**src/rtl/mm_pkg.sv**
```systemverilog
package mm_pkg;

    // Field widths of the stream payload
    localparam int CMD_W   = 2;
    localparam int POS_W   = 3;
    localparam int VAL_W   = 16;
    localparam int ACC_W   = 35;

    // Configuration registers
    localparam int CFG_W   = 4;
    localparam int CFG_IDX_W = 2;
    localparam logic [CFG_W-1:0] CFG_DIM_RESET = 4'd8;

    localparam logic [CFG_IDX_W-1:0] REG_ROWS  = 2'd0;
    localparam logic [CFG_IDX_W-1:0] REG_INNER = 2'd1;
    localparam logic [CFG_IDX_W-1:0] REG_COLS  = 2'd2;

    // Command codes
    localparam logic [CMD_W-1:0] CMD_LOAD_A  = 2'd0;
    localparam logic [CMD_W-1:0] CMD_LOAD_B  = 2'd1;
    localparam logic [CMD_W-1:0] CMD_COMPUTE = 2'd2;

    // Sequencer states
    typedef enum logic [1:0] {
        S_IDLE,
        S_MAC,
        S_PUT
    } t_state;

    // Sequencer to MAC unit
    typedef struct packed {
        logic step;   // operand read issued this cycle
        logic clear;  // zero the accumulator
    } t_mac_ctl;

endpackage

```
**src/rtl/matrix_multiply.sv**
```systemverilog
// Loads: one beat per cycle while no compute run is busy, ready again in the next cycle.
// Compute: each C element takes K operand reads through the shared MAC, then drains the
// store read, multiply and accumulate stages and is handed over to the result register;
// a run covers M * N elements and is held up while the result side stalls.
// Synchronous active-low reset clears control state and sets all dimensions to 8;
// the A and B stores are not cleared.
module matrix_multiply #(
    parameter int MAX_DIM   = 8,
    parameter int ELEM_BITS = 16
) (
    input  logic                         i_clk,
    input  logic                         i_rst_n,
    // configuration
    input  logic                         i_cfg_we,
    input  logic [mm_pkg::CFG_IDX_W-1:0] i_cfg_idx,
    input  logic [mm_pkg::CFG_W-1:0]     i_cfg_data,
    // input stream
    input  logic                         s_axis_tvalid,
    output logic                         s_axis_tready,
    input  logic [23:0]                  s_axis_tdata,  // command, row_index, col_index,
                                                        // element_value
    // result stream
    output logic                         m_axis_tvalid,
    input  logic                         m_axis_tready,
    output logic [47:0]                  m_axis_tdata,  // out_row, out_col, product_value
    output logic                         m_axis_tlast   // last_element
);
    import mm_pkg::*;

    localparam int DEPTH = MAX_DIM * MAX_DIM;
    localparam int AW    = $clog2(DEPTH);

    logic [CMD_W-1:0]        w_cmd;
    logic [POS_W-1:0]        w_row;
    logic [POS_W-1:0]        w_col;
    logic signed [VAL_W-1:0] w_value;
    logic                    w_we_a;
    logic                    w_we_b;
    logic [AW-1:0]           w_waddr;
    logic [ELEM_BITS-1:0]    w_wdata;
    logic [AW-1:0]           w_raddr_a;
    logic [AW-1:0]           w_raddr_b;
    logic [ELEM_BITS-1:0]    w_a;
    logic [ELEM_BITS-1:0]    w_b;
    t_mac_ctl                w_mac;
    logic                    w_busy;
    logic [ACC_W-1:0]        w_acc;
    logic [POS_W-1:0]        w_out_row;
    logic [POS_W-1:0]        w_out_col;
    logic [ACC_W-1:0]        w_out_value;

    // Unpack input beat
    assign w_cmd   = s_axis_tdata[1:0];
    assign w_row   = s_axis_tdata[4:2];
    assign w_col   = s_axis_tdata[7:5];
    assign w_value = s_axis_tdata[23:8];

    mm_ctrl #(
        .MAX_DIM   (MAX_DIM),
        .ELEM_BITS (ELEM_BITS)
    ) u_ctrl (
        .i_clk      (i_clk),
        .i_rst_n    (i_rst_n),
        .i_cfg_we   (i_cfg_we),
        .i_cfg_idx  (i_cfg_idx),
        .i_cfg_data (i_cfg_data),
        .i_valid    (s_axis_tvalid),
        .o_ready    (s_axis_tready),
        .i_cmd      (w_cmd),
        .i_row      (w_row),
        .i_col      (w_col),
        .i_value    (w_value),
        .o_we_a     (w_we_a),
        .o_we_b     (w_we_b),
        .o_waddr    (w_waddr),
        .o_wdata    (w_wdata),
        .o_raddr_a  (w_raddr_a),
        .o_raddr_b  (w_raddr_b),
        .o_mac      (w_mac),
        .i_mac_busy (w_busy),
        .i_acc      (w_acc),
        .o_valid    (m_axis_tvalid),
        .i_ready    (m_axis_tready),
        .o_row      (w_out_row),
        .o_col      (w_out_col),
        .o_value    (w_out_value),
        .o_last     (m_axis_tlast)
    );

    // A store
    mm_ram #(
        .DEPTH (DEPTH),
        .WIDTH (ELEM_BITS)
    ) u_ram_a (
        .i_clk   (i_clk),
        .i_we    (w_we_a),
        .i_waddr (w_waddr),
        .i_wdata (w_wdata),
        .i_raddr (w_raddr_a),
        .o_rdata (w_a)
    );

    // B store
    mm_ram #(
        .DEPTH (DEPTH),
        .WIDTH (ELEM_BITS)
    ) u_ram_b (
        .i_clk   (i_clk),
        .i_we    (w_we_b),
        .i_waddr (w_waddr),
        .i_wdata (w_wdata),
        .i_raddr (w_raddr_b),
        .o_rdata (w_b)
    );

    mm_mac #(
        .ELEM_BITS (ELEM_BITS)
    ) u_mac (
        .i_clk   (i_clk),
        .i_rst_n (i_rst_n),
        .i_ctl   (w_mac),
        .i_a     (w_a),
        .i_b     (w_b),
        .o_busy  (w_busy),
        .o_acc   (w_acc)
    );

    // Pack result beat
    assign m_axis_tdata = {7'd0, w_out_value, w_out_col, w_out_row};

endmodule

```
**src/rtl/mm_ram.sv**
```systemverilog
module mm_ram #(
    parameter int DEPTH = 64,
    parameter int WIDTH = 16
) (
    input  logic                     i_clk,
    input  logic                     i_we,
    input  logic [$clog2(DEPTH)-1:0] i_waddr,
    input  logic [WIDTH-1:0]         i_wdata,
    input  logic [$clog2(DEPTH)-1:0] i_raddr,
    output logic [WIDTH-1:0]         o_rdata
);

    logic [WIDTH-1:0] r_mem [DEPTH];
    logic [WIDTH-1:0] r_rdata;

    // Single write port
    always_ff @(posedge i_clk) begin
        if (i_we) begin
            r_mem[i_waddr] <= i_wdata;
        end
    end

    // Registered read port
    always_ff @(posedge i_clk) begin
        r_rdata <= r_mem[i_raddr];
    end

    assign o_rdata = r_rdata;

endmodule

```
**src/rtl/mm_mac.sv**
```systemverilog
module mm_mac #(
    parameter int ELEM_BITS = 16
) (
    input  logic                        i_clk,
    input  logic                        i_rst_n,
    input  mm_pkg::t_mac_ctl            i_ctl,
    input  logic signed [ELEM_BITS-1:0] i_a,
    input  logic signed [ELEM_BITS-1:0] i_b,
    output logic                        o_busy,
    output logic [mm_pkg::ACC_W-1:0]    o_acc
);
    import mm_pkg::*;

    logic                          r_v1;
    logic                          r_v2;
    logic signed [2*ELEM_BITS-1:0] r_prod;
    logic signed [ACC_W-1:0]       r_acc;
    logic signed [ACC_W-1:0]       w_prod_ext;

    // Pipeline tags: operands valid, product valid
    always_ff @(posedge i_clk) begin
        if (!i_rst_n) begin
            r_v1 <= 1'b0;
            r_v2 <= 1'b0;
        end else begin
            r_v1 <= i_ctl.step;
            r_v2 <= r_v1;
        end
    end

    // Shared multiplier, registered
    always_ff @(posedge i_clk) begin
        if (r_v1) begin
            r_prod <= i_a * i_b;
        end
    end

    // Sign-extend or wrap the product to accumulator width
    assign w_prod_ext = ACC_W'(r_prod);

    // Accumulator, wraps modulo 2^ACC_W
    always_ff @(posedge i_clk) begin
        if (i_ctl.clear) begin
            r_acc <= '0;
        end else if (r_v2) begin
            r_acc <= r_acc + w_prod_ext;
        end
    end

    assign o_busy = r_v1 | r_v2;
    assign o_acc  = r_acc;

endmodule

```
**src/rtl/mm_ctrl.sv**
```systemverilog
module mm_ctrl #(
    parameter int MAX_DIM   = 8,
    parameter int ELEM_BITS = 16
) (
    input  logic                                     i_clk,
    input  logic                                     i_rst_n,
    // configuration
    input  logic                                     i_cfg_we,
    input  logic [mm_pkg::CFG_IDX_W-1:0]             i_cfg_idx,
    input  logic [mm_pkg::CFG_W-1:0]                 i_cfg_data,
    // input beats
    input  logic                                     i_valid,
    output logic                                     o_ready,
    input  logic [mm_pkg::CMD_W-1:0]                 i_cmd,
    input  logic [mm_pkg::POS_W-1:0]                 i_row,
    input  logic [mm_pkg::POS_W-1:0]                 i_col,
    input  logic signed [mm_pkg::VAL_W-1:0]          i_value,
    // stores
    output logic                                     o_we_a,
    output logic                                     o_we_b,
    output logic [$clog2(MAX_DIM*MAX_DIM)-1:0]       o_waddr,
    output logic [ELEM_BITS-1:0]                     o_wdata,
    output logic [$clog2(MAX_DIM*MAX_DIM)-1:0]       o_raddr_a,
    output logic [$clog2(MAX_DIM*MAX_DIM)-1:0]       o_raddr_b,
    // MAC unit
    output mm_pkg::t_mac_ctl                         o_mac,
    input  logic                                     i_mac_busy,
    input  logic [mm_pkg::ACC_W-1:0]                 i_acc,
    // result beats
    output logic                                     o_valid,
    input  logic                                     i_ready,
    output logic [mm_pkg::POS_W-1:0]                 o_row,
    output logic [mm_pkg::POS_W-1:0]                 o_col,
    output logic [mm_pkg::ACC_W-1:0]                 o_value,
    output logic                                     o_last
);
    import mm_pkg::*;

    localparam int AW    = $clog2(MAX_DIM*MAX_DIM);
    localparam int IDX_W = $clog2(MAX_DIM);
    localparam int CNT_W = $clog2(MAX_DIM+1);
    localparam logic [CFG_W-1:0] DIM_MAX = CFG_W'(MAX_DIM);

    t_state           r_state;
    t_state           n_state;
    logic [CFG_W-1:0] r_rows;
    logic [CFG_W-1:0] r_inner;
    logic [CFG_W-1:0] r_cols;
    logic [IDX_W-1:0] r_r;
    logic [IDX_W-1:0] r_c;
    logic [CNT_W-1:0] r_p;
    logic             r_out_valid;
    logic [POS_W-1:0] r_out_row;
    logic [POS_W-1:0] r_out_col;
    logic [ACC_W-1:0] r_out_value;
    logic             r_out_last;

    logic [CFG_W-1:0] w_m;
    logic [CFG_W-1:0] w_k;
    logic [CFG_W-1:0] w_n;
    logic             w_accept;
    logic             w_pos_ok;
    logic             w_load_a;
    logic             w_load_b;
    logic             w_go;
    logic             w_step;
    logic             w_out_load;
    logic             w_row_end;
    logic             w_last;

    // Configuration registers
    always_ff @(posedge i_clk) begin
        if (!i_rst_n) begin
            r_rows  <= CFG_DIM_RESET;
            r_inner <= CFG_DIM_RESET;
            r_cols  <= CFG_DIM_RESET;
        end else if (i_cfg_we) begin
            unique case (i_cfg_idx)
                REG_ROWS:  r_rows  <= i_cfg_data;
                REG_INNER: r_inner <= i_cfg_data;
                REG_COLS:  r_cols  <= i_cfg_data;
                default: ;
            endcase
        end
    end

    // Dimensions above the array size act as the array size
    assign w_m = (r_rows  > DIM_MAX) ? DIM_MAX : r_rows;
    assign w_k = (r_inner > DIM_MAX) ? DIM_MAX : r_inner;
    assign w_n = (r_cols  > DIM_MAX) ? DIM_MAX : r_cols;

    // Input decode
    always_comb begin
        w_load_a = 1'b0;
        w_load_b = 1'b0;
        w_go     = 1'b0;
        unique case (i_cmd) inside
            CMD_LOAD_A, CMD_LOAD_B: begin
                w_load_a = w_accept && w_pos_ok && (i_cmd == CMD_LOAD_A);
                w_load_b = w_accept && w_pos_ok && (i_cmd == CMD_LOAD_B);
            end
            CMD_COMPUTE: begin
                w_go = w_accept && (w_m != '0) && (w_n != '0);
            end
            default: ;
        endcase
    end

    assign w_accept = i_valid && o_ready;
    assign w_pos_ok = ({1'b0, i_row} < DIM_MAX) && ({1'b0, i_col} < DIM_MAX);

    // Store write port
    assign o_we_a  = w_load_a;
    assign o_we_b  = w_load_b;
    assign o_waddr = AW'(i_row) * AW'(MAX_DIM) + AW'(i_col);
    assign o_wdata = ELEM_BITS'(i_value);

    // Operand addresses: A[r][p] and B[p][c]
    assign o_raddr_a = AW'(r_r) * AW'(MAX_DIM) + AW'(r_p[IDX_W-1:0]);
    assign o_raddr_b = AW'(r_p[IDX_W-1:0]) * AW'(MAX_DIM) + AW'(r_c);

    assign w_row_end = (CFG_W'(r_c) + CFG_W'(1)) == w_n;
    assign w_last    = w_row_end && ((CFG_W'(r_r) + CFG_W'(1)) == w_m);

    // Sequencer outputs
    always_comb begin
        o_ready    = 1'b0;
        w_step     = 1'b0;
        w_out_load = 1'b0;
        unique case (r_state)
            S_IDLE: o_ready    = 1'b1;
            S_MAC:  w_step     = CFG_W'(r_p) < w_k;
            S_PUT:  w_out_load = !r_out_valid || i_ready;
            default: ;
        endcase
    end

    assign o_mac.step  = w_step;
    assign o_mac.clear = w_go || w_out_load;

    // Sequencer next state
    always_comb begin
        n_state = r_state;
        unique case (r_state)
            S_IDLE: begin
                if (w_go) begin
                    n_state = S_MAC;
                end
            end
            S_MAC: begin
                if (!w_step && !i_mac_busy) begin
                    n_state = S_PUT;
                end
            end
            S_PUT: begin
                if (w_out_load) begin
                    n_state = w_last ? S_IDLE : S_MAC;
                end
            end
            default: n_state = S_IDLE;
        endcase
    end

    always_ff @(posedge i_clk) begin
        if (!i_rst_n) begin
            r_state <= S_IDLE;
        end else begin
            r_state <= n_state;
        end
    end

    // Row, column and inner counters
    always_ff @(posedge i_clk) begin
        if (!i_rst_n) begin
            r_r <= '0;
            r_c <= '0;
            r_p <= '0;
        end else if (w_go) begin
            r_r <= '0;
            r_c <= '0;
            r_p <= '0;
        end else if (w_step) begin
            r_p <= r_p + CNT_W'(1);
        end else if (w_out_load) begin
            r_p <= '0;
            if (w_row_end) begin
                r_c <= '0;
                r_r <= r_r + IDX_W'(1);
            end else begin
                r_c <= r_c + IDX_W'(1);
            end
        end
    end

    // Result register
    always_ff @(posedge i_clk) begin
        if (!i_rst_n) begin
            r_out_valid <= 1'b0;
        end else if (w_out_load) begin
            r_out_valid <= 1'b1;
        end else if (i_ready) begin
            r_out_valid <= 1'b0;
        end
    end

    always_ff @(posedge i_clk) begin
        if (w_out_load) begin
            r_out_row   <= POS_W'(r_r);
            r_out_col   <= POS_W'(r_c);
            r_out_value <= i_acc;
            r_out_last  <= w_last;
        end
    end

    assign o_valid = r_out_valid;
    assign o_row   = r_out_row;
    assign o_col   = r_out_col;
    assign o_value = r_out_value;
    assign o_last  = r_out_last;

endmodule

```
**config.mk**
```make
export PLATFORM = sky130hd
export DESIGN_NAME = matrix_multiply
export DESIGN_NICKNAME = d
export VERILOG_FILES = /design/src/rtl/mm_pkg.sv /design/src/rtl/matrix_multiply.sv /design/src/rtl/mm_ram.sv /design/src/rtl/mm_mac.sv /design/src/rtl/mm_ctrl.sv
export SDC_FILE = /design/constraint.sdc
export NUM_CORES = 2
export LEC_CHECK = 0
export BUFFER_PORTS_ARGS = -buffer_cell sky130_fd_sc_hd__buf_2
export CAP_MARGIN = 20
export CORE_UTILIZATION = 31
export DETAILED_ROUTE_END_ITERATION = 8
export GPL_ROUTABILITY_DRIVEN = 1
export HOLD_SLACK_MARGIN = 0.05
export MAX_ROUTING_LAYER = met4
export PLACE_DENSITY_LB_ADDON = 0.1
export SLEW_MARGIN = 30
export SYNTH_ARGS = -nofsm -noshare
export SYNTH_HDL_FRONTEND = slang
export SYNTH_HIERARCHICAL = 1
export SYNTH_SLANG_ARGS = --single-unit
export TNS_END_PERCENT = 5
```
**constraint.sdc**
```tcl
create_clock -name i_clk -period 7.7 [get_ports i_clk]
set_clock_uncertainty 0.2 [all_clocks]
set_input_delay 0.77 -clock i_clk [delete_from_list [all_inputs] [get_ports i_clk]]
set_output_delay 0.77 -clock i_clk [all_outputs]
set_load 0.005 [all_outputs]
```
---- Word-level counts from Yosys, hierarchy flattened ----
Memories as Yosys holds them, arrays and structs flattened. A register that Yosys moved wholly into a read port is not among the register bits.
Index checks and enable logic that the tools add are counted.
storage, ports and cells
  register bits ........................... 136
  bits in latches ......................... 0
  memory bits (writable) .................. 2,048
  bits in read-only memories .............. 0
  output and inout bits ................... 51
  word-level logic and storage cells ...... 96
  memories kept ........................... 2
cells by class
  $add $sub $neg .......................... 9
  multipliers ............................. 1
  divide/modulo/power cells ............... 0
  magnitude comparators ................... 4
  equality and inequality tests ........... 11
  shift-type cells ........................ 0
  multiplexer cells ....................... 23
  bitwise logic cells ..................... 3
  reduce and logical (&&, ||, !) cells .... 27
memories
  name           words  width  rd ports  clocked after Yosys merged registers in  write ports  line          source
  u_ram_a.r_mem  64     16     1         1                                        1            mm_ram.sv:13  logic [WIDTH-1:0] r_mem [DEPTH];
  u_ram_b.r_mem  64     16     1         1                                        1            mm_ram.sv:13
operators with widths
  kind                   number
  $add A35 B32 Y35       1
  $mul A16 B16 Y32       1
  $mux W4                5
  $add A6 B3 Y6          3
  $mux W1                13
  $gt A4 B4 Y1 const B   3
  $add A3 B1 Y4 const B  2
  $eq A4 B4 Y1           2
  $reduce_and A2 Y1      4
  $reduce_bool A4 Y1     2
  $logic_and A1 B1 Y1    7
  $add A3 B1 Y3 const B  2
  $eq A2 B1 Y1 const B   3
  $eq A2 B2 Y1 const B   3
  $logic_not A2 Y1       3
  $mux W2                3
  $ne A2 B1 Y1 const B   3
  $pmux W2 S3            1
  $reduce_and A3 Y1      2
  $add A4 B1 Y4 const B  1
  $lt A4 B4 Y1           1
  $reduce_bool A2 Y1     2
  $reduce_or A2 Y1       2
  $logic_not A1 Y1       3
  4 further kinds        6

---- Longest topological paths before layout ----
  word-level depth ........................ 8
  depth in mapped cells ................... 24
  mapped depth without buffers ............ 23

---- By module ----
Netlist, hierarchy kept.
modules (own cells, without submodules)
  module           times used  cells an instance  area an instance (sq um)  seq. area each (sq um)
  mm_ram           2           1,829              40,042.2                  31,069.8
  mm_mac           1           1,483              13,763.2                  1,701.6
  mm_ctrl          1           234                2,932.8                   1,761.7
  matrix_multiply  1           8                  56.3                      0.0

---- Worst setup path after synthesis ----
OpenSTA, ideal clock, no wires.
  kind .................................... reg-to-reg
  start point ............................. register u_ram_a.r_rdata[15], in the netlist u_ram_a/o_rdata[15], read port of u_ram_a.r_mem
  end point ............................... register u_mac.r_prod[30], data pin
  arrival ................................. 5.987 ns
  slack ................................... 1.252 ns
  stages on the path, launching flop included .. 21
  path through ............................ dfxtp_1 -> clkbuf_1 -> nand2_1 -> inv_1 -> fa_1 -> fa_1 -> fa_1 -> fa_1 -> fa_1 -> inv_1 -> fa_1 -> inv_1 -> ha_1 -> and3_1 -> and3_1 -> nand3_1 -> o211ai_1 -> a41oi_2 -> o31ai_1 -> nor4_1 -> a311o_1
between the ends
  cells in the longest elaborated chain, start to end .. 1
RTL lines
  what                  line          source
  start, declared       mm_ram.sv:14  logic [WIDTH-1:0] r_rdata;
  $mul A16 B16 Y32      mm_mac.sv:34  r_prod <= i_a * i_b;
  end signal, assigned  mm_mac.sv:34
  end, declared         mm_mac.sv:16  logic signed [2*ELEM_BITS-1:0] r_prod;
Every way passes these cells.
A chain may end at the register's enable or synchronous reset.

---- Worst setup path in the final report ----
  start point ............................. register u_ram_b.r_rdata[1], in the netlist u_ram_b/o_rdata[1], read port of u_ram_b.r_mem
  end point ............................... register u_mac.r_prod[30], data pin
between the ends
  cells in the longest elaborated chain, start to end .. 1
RTL lines
  what              line
  start, declared   mm_ram.sv:14
  $mul A16 B16 Y32  mm_mac.sv:34
Every way passes these cells.

==> run_results.csv <==
group,metric,value,unit
power_and_ir_drop,ir_worst_vdd,0.372,mV
critical_path,critical_path_arrival,7.56,ns
power_and_ir_drop,power.share.sequential,0.402,
global_routing,globalRoute.totalOverflow,0,
logic_synthesis,yosys.area_share.simple,0.0480,
logic_synthesis,yosysTopAreaCellShare,0.658,
cells_and_area,fillerInstances,29100,
logic_synthesis,synth_top_family_by_area,"multiplexers",
die,die-area,315000,um2
global_routing,grt_start_max_net_pins,97,
clock_tree,hold_buffers,8,
power_and_ir_drop,switchingPower,10200,uW
logic_synthesis,yosysSeqAreaShare,0.677,
detailed_routing,drtPass1Iterations,5,
flow_run,maxCapViolations,0,
detailed_routing,wl,266000,um
logic_synthesis,synth_edf_count,2122,
critical_path,timing.critical_path.mode_cell,"fa_1",
die,die_x,561,um
logic_synthesis,synth_top_area_cell,"edfxtp_1",
critical_path,cp_num_buf_inv,3,
clock_tree,clk_latency,0.91,ns
hold_path,min_path_type,"input pin to register",
die,core.rowCount,204,
detailed_routing,vias,48800,
logic_synthesis,synth_area_leaders,"edfxtp_1 66%, mux4_2 10%, fa_1 5.4%",
power_and_ir_drop,switching_share,0.295,
logic_synthesis,ys_warn_count,6,
clock_tree,cts_max_level,4,
critical_path,worstPathMaxFanout,16,
logic_synthesis,async_flop_share,0,
clock_tree,cts_resized,0,
detailed_routing,vias_per_cell,4.90,
sta,tns,0,ns
power_and_ir_drop,power_density,313,nW/um2
sta,fin_crit_sh,0.928,
sta,max_freq,0.140,GHz
sta,maxSlewHeadroom,0.236,
logic_synthesis,synth_compound_area_frac,0.0355,
critical_path,cp-end-kind,"register",
detailed_routing,dr.first_iter.drc_count,3778,
power_and_ir_drop,comb_power_share,0.262,
sta,report.final.slew_viol_count,0,
sta,setup_viol,0,
power_and_ir_drop,leakage,0.0358,uW
logic_synthesis,synth_flop_cell,"edfxtp_1",
clock_tree,clock-sinks,2216,
power_and_ir_drop,p_clk_frac,0.335,
clock_tree,ctsRootBufferMaster,"clkbuf_16",
critical_path,max_stage_delay,0.89,ns
global_routing,grt.total_usage,0.172,
logic_synthesis,synthMuxAreaShare,0.131,
critical_path,required,8.12,ns
cells_and_area,nets,6052,
clock_tree,clk_pin_slew,0.06,ns
logic_synthesis,syn_inst,5383,
die,die_h,561,um
critical_path,critPathKind,"register to register",
cells_and_area,final_core_util,0.356,
clock_tree,postCtsSetupBuffers,0,
placed_design,dpl.hpwl,165000,um
sta,layout_min_cycle_time,7.14,ns
critical_path,path_cells,"nand2_1 > inv_1 > fa_1 > fa_1 > fa_1 > fa_1 > fa_1 > inv_1 > fa_1 > inv_1 > ha_1 > and3_1 > and3_1 > nand3_1 > o211ai_1 > a41oi_2 > o31ai_1 > nor4_1 > a311o_1",
global_routing,grt_pass1_vias,51200,
sta,hold_viol,0,
logic_synthesis,ys_ff_latch,2216,
status,status,"complete, no violations",
cells_and_area,final_common_cell,"edfxtp_1",
die,core,310000,um2
placed_design,gp_congestion,0.808,
global_routing,antenna_found_initial,20,
cells_and_area,final-seq-area,65600,um2
clock_tree,cts_tree,"yes",
die,initial_core_util,0.313,
cells_and_area,multiInputGateArea,28300,um2
critical_path,path_delay_family,"adder cells",
logic_synthesis,yosysUniqueCellTypes,93,
clock_tree,cts_buffers,244,
sta,worstMarginPinSlew,1.14,ns
detailed_routing,postRouteAntennaNets,0,
detailed_routing,drcViolationCount,0,
cells_and_area,drive_above_1_share,0.206,
sta,rsz0062_at_grt,"no",
power_and_ir_drop,power.total,34500,uW
global_routing,grt_pass1_wl,381000,um
cells_and_area,final_cell_mix,"2122 x edfxtp_1, 440 x mux4_2, 314 x inv_1, 285 x nand2_1, 263 x fa_1",
logic_synthesis,syn_avg_cell_area,18.0,um2
clock_tree,clockBufferDepth,4,
detailed_routing,wl_per_cell,26.6,um
critical_path,start_kind,"register",
die,ios,86,
critical_path,critPathSlowestCell,"fa_1",
cells_and_area,area_growth,14.0,%
placed_design,numPortBuffers,78,
logic_synthesis,yosys.area_share.adder,0.0701,
logic_synthesis,synthXorXnorAreaFrac,0.00558,
power_and_ir_drop,power.internal,24400,uW
logic_synthesis,synth_area,96800,um2
sta,hold_slack,0.0999,ns
[synthesized netlist by cell type (all sizes together), types with 33 or more instances]
master  count
inv       316
nor2      231
edfxtp   2122
buf       192
mux4      448
mux2       56
clkbuf     97
nor2b      76
nand2     288
o21ai      52
ha        122
a221oi     35
mux2i     196
dfxtp      94
nand4      33
xnor2      36
nand3      60
and2      131
a22oi      80
a21oi      97
fa        263
[power by group through the flow]
stage | clock [uW] | combinational [uW] | sequential (uW)
after floorplan | 0 | 7020 | 14100
after global placement | 0 | 9110 | 14200
after detailed placement | 0 | 9120 | 14200
after CTS | 11900 | 9180 | 13900
after global routing | 12400 | 10300 | 13900
final | 11600 | 9050 | 13900
[metrics by stage]
stage / worst slack (ns) / std cells / area, um2
2_1_floorplan: 1.25 / 5389 / 96900
3_3_place_gp: 0.605 / 9495 / 102000
3_5_place_dp: 0.561 / 9496 / 102000
4_1_cts: 0.526 / 9954 / 110000
5_1_grt: 0.133 / 9957 / 110000
6_report: 0.558 / 9974 / 110000
[registers in the layout, indices dropped and copies added, names as in the netlist, 2 cells and up]
signal / cells
u_ram_b/o_rdata: 16
u_ctrl/o_col: 3
u_ctrl/r_c: 3
u_ctrl/r_inner: 4
u_ram_a/o_rdata: 16
u_mac/o_acc: 35
u_ctrl/r_r: 3
u_ram_a/r_mem: 1024
u_ctrl/o_row: 3
u_ctrl/r_cols: 4
u_ctrl/o_value: 35
u_ctrl/r_state: 2
u_ctrl/r_rows: 4
u_mac/r_prod: 32
u_ram_b/r_mem: 1024
u_ctrl/r_p: 4
[layer usage]
layer	track usage	vias up	wire (um)
li1	-	21400	-
met1	0.236	26100	122000
met2	0.273	974	126000
met3	0.0239	324	11900
met4	0.0336	0	4920
met5	-	-	0
[kinds of logic after synthesis]
logic type | count (synthesis)
DFF | 2216
muxes | 700
buffers and inverters | 605
AOI/OAI and AO/OA | 478
and+or+nand+nor | 938
other | 1
xor gates and xnor gates | 60
adders and majority gates | 385
[final cells by class]
type | count | share of cell area
well taps | 4120 | 0.0467
diodes | 18 | 0.000408
inverters | 316 | 0.0108
flip-flops and latches | 2216 | 0.594
repair buffers | 286 | 0.0201
clock buffers | 293 | 0.0581
clock inverters | 157 | 0.0132
multi-input cells | 2568 | 0.256
[final timing paths]
path | start | endpoint | slack [ns] | depth (start not counted)
hold reg to reg | u_mac/o_acc[34]$_SDFFE_PP0P_ | u_ctrl/o_value[34]$_DFFE_PP_ | 0.25 | 0
setup / recovery | u_ram_b/o_rdata[1]$_DFF_P_ | u_mac/r_prod[30]$_DFFE_PP_ | 0.56 | 19
setup reg to reg | u_ram_b/o_rdata[1]$_DFF_P_ | u_mac/r_prod[30]$_DFFE_PP_ | 0.56 | 19
hold / removal | s_axis_tdata[8] | u_ram_a/r_mem[22][0]$_DFFE_PP_ | 0.1 | 1
Power figures use the tool's default switching activity.
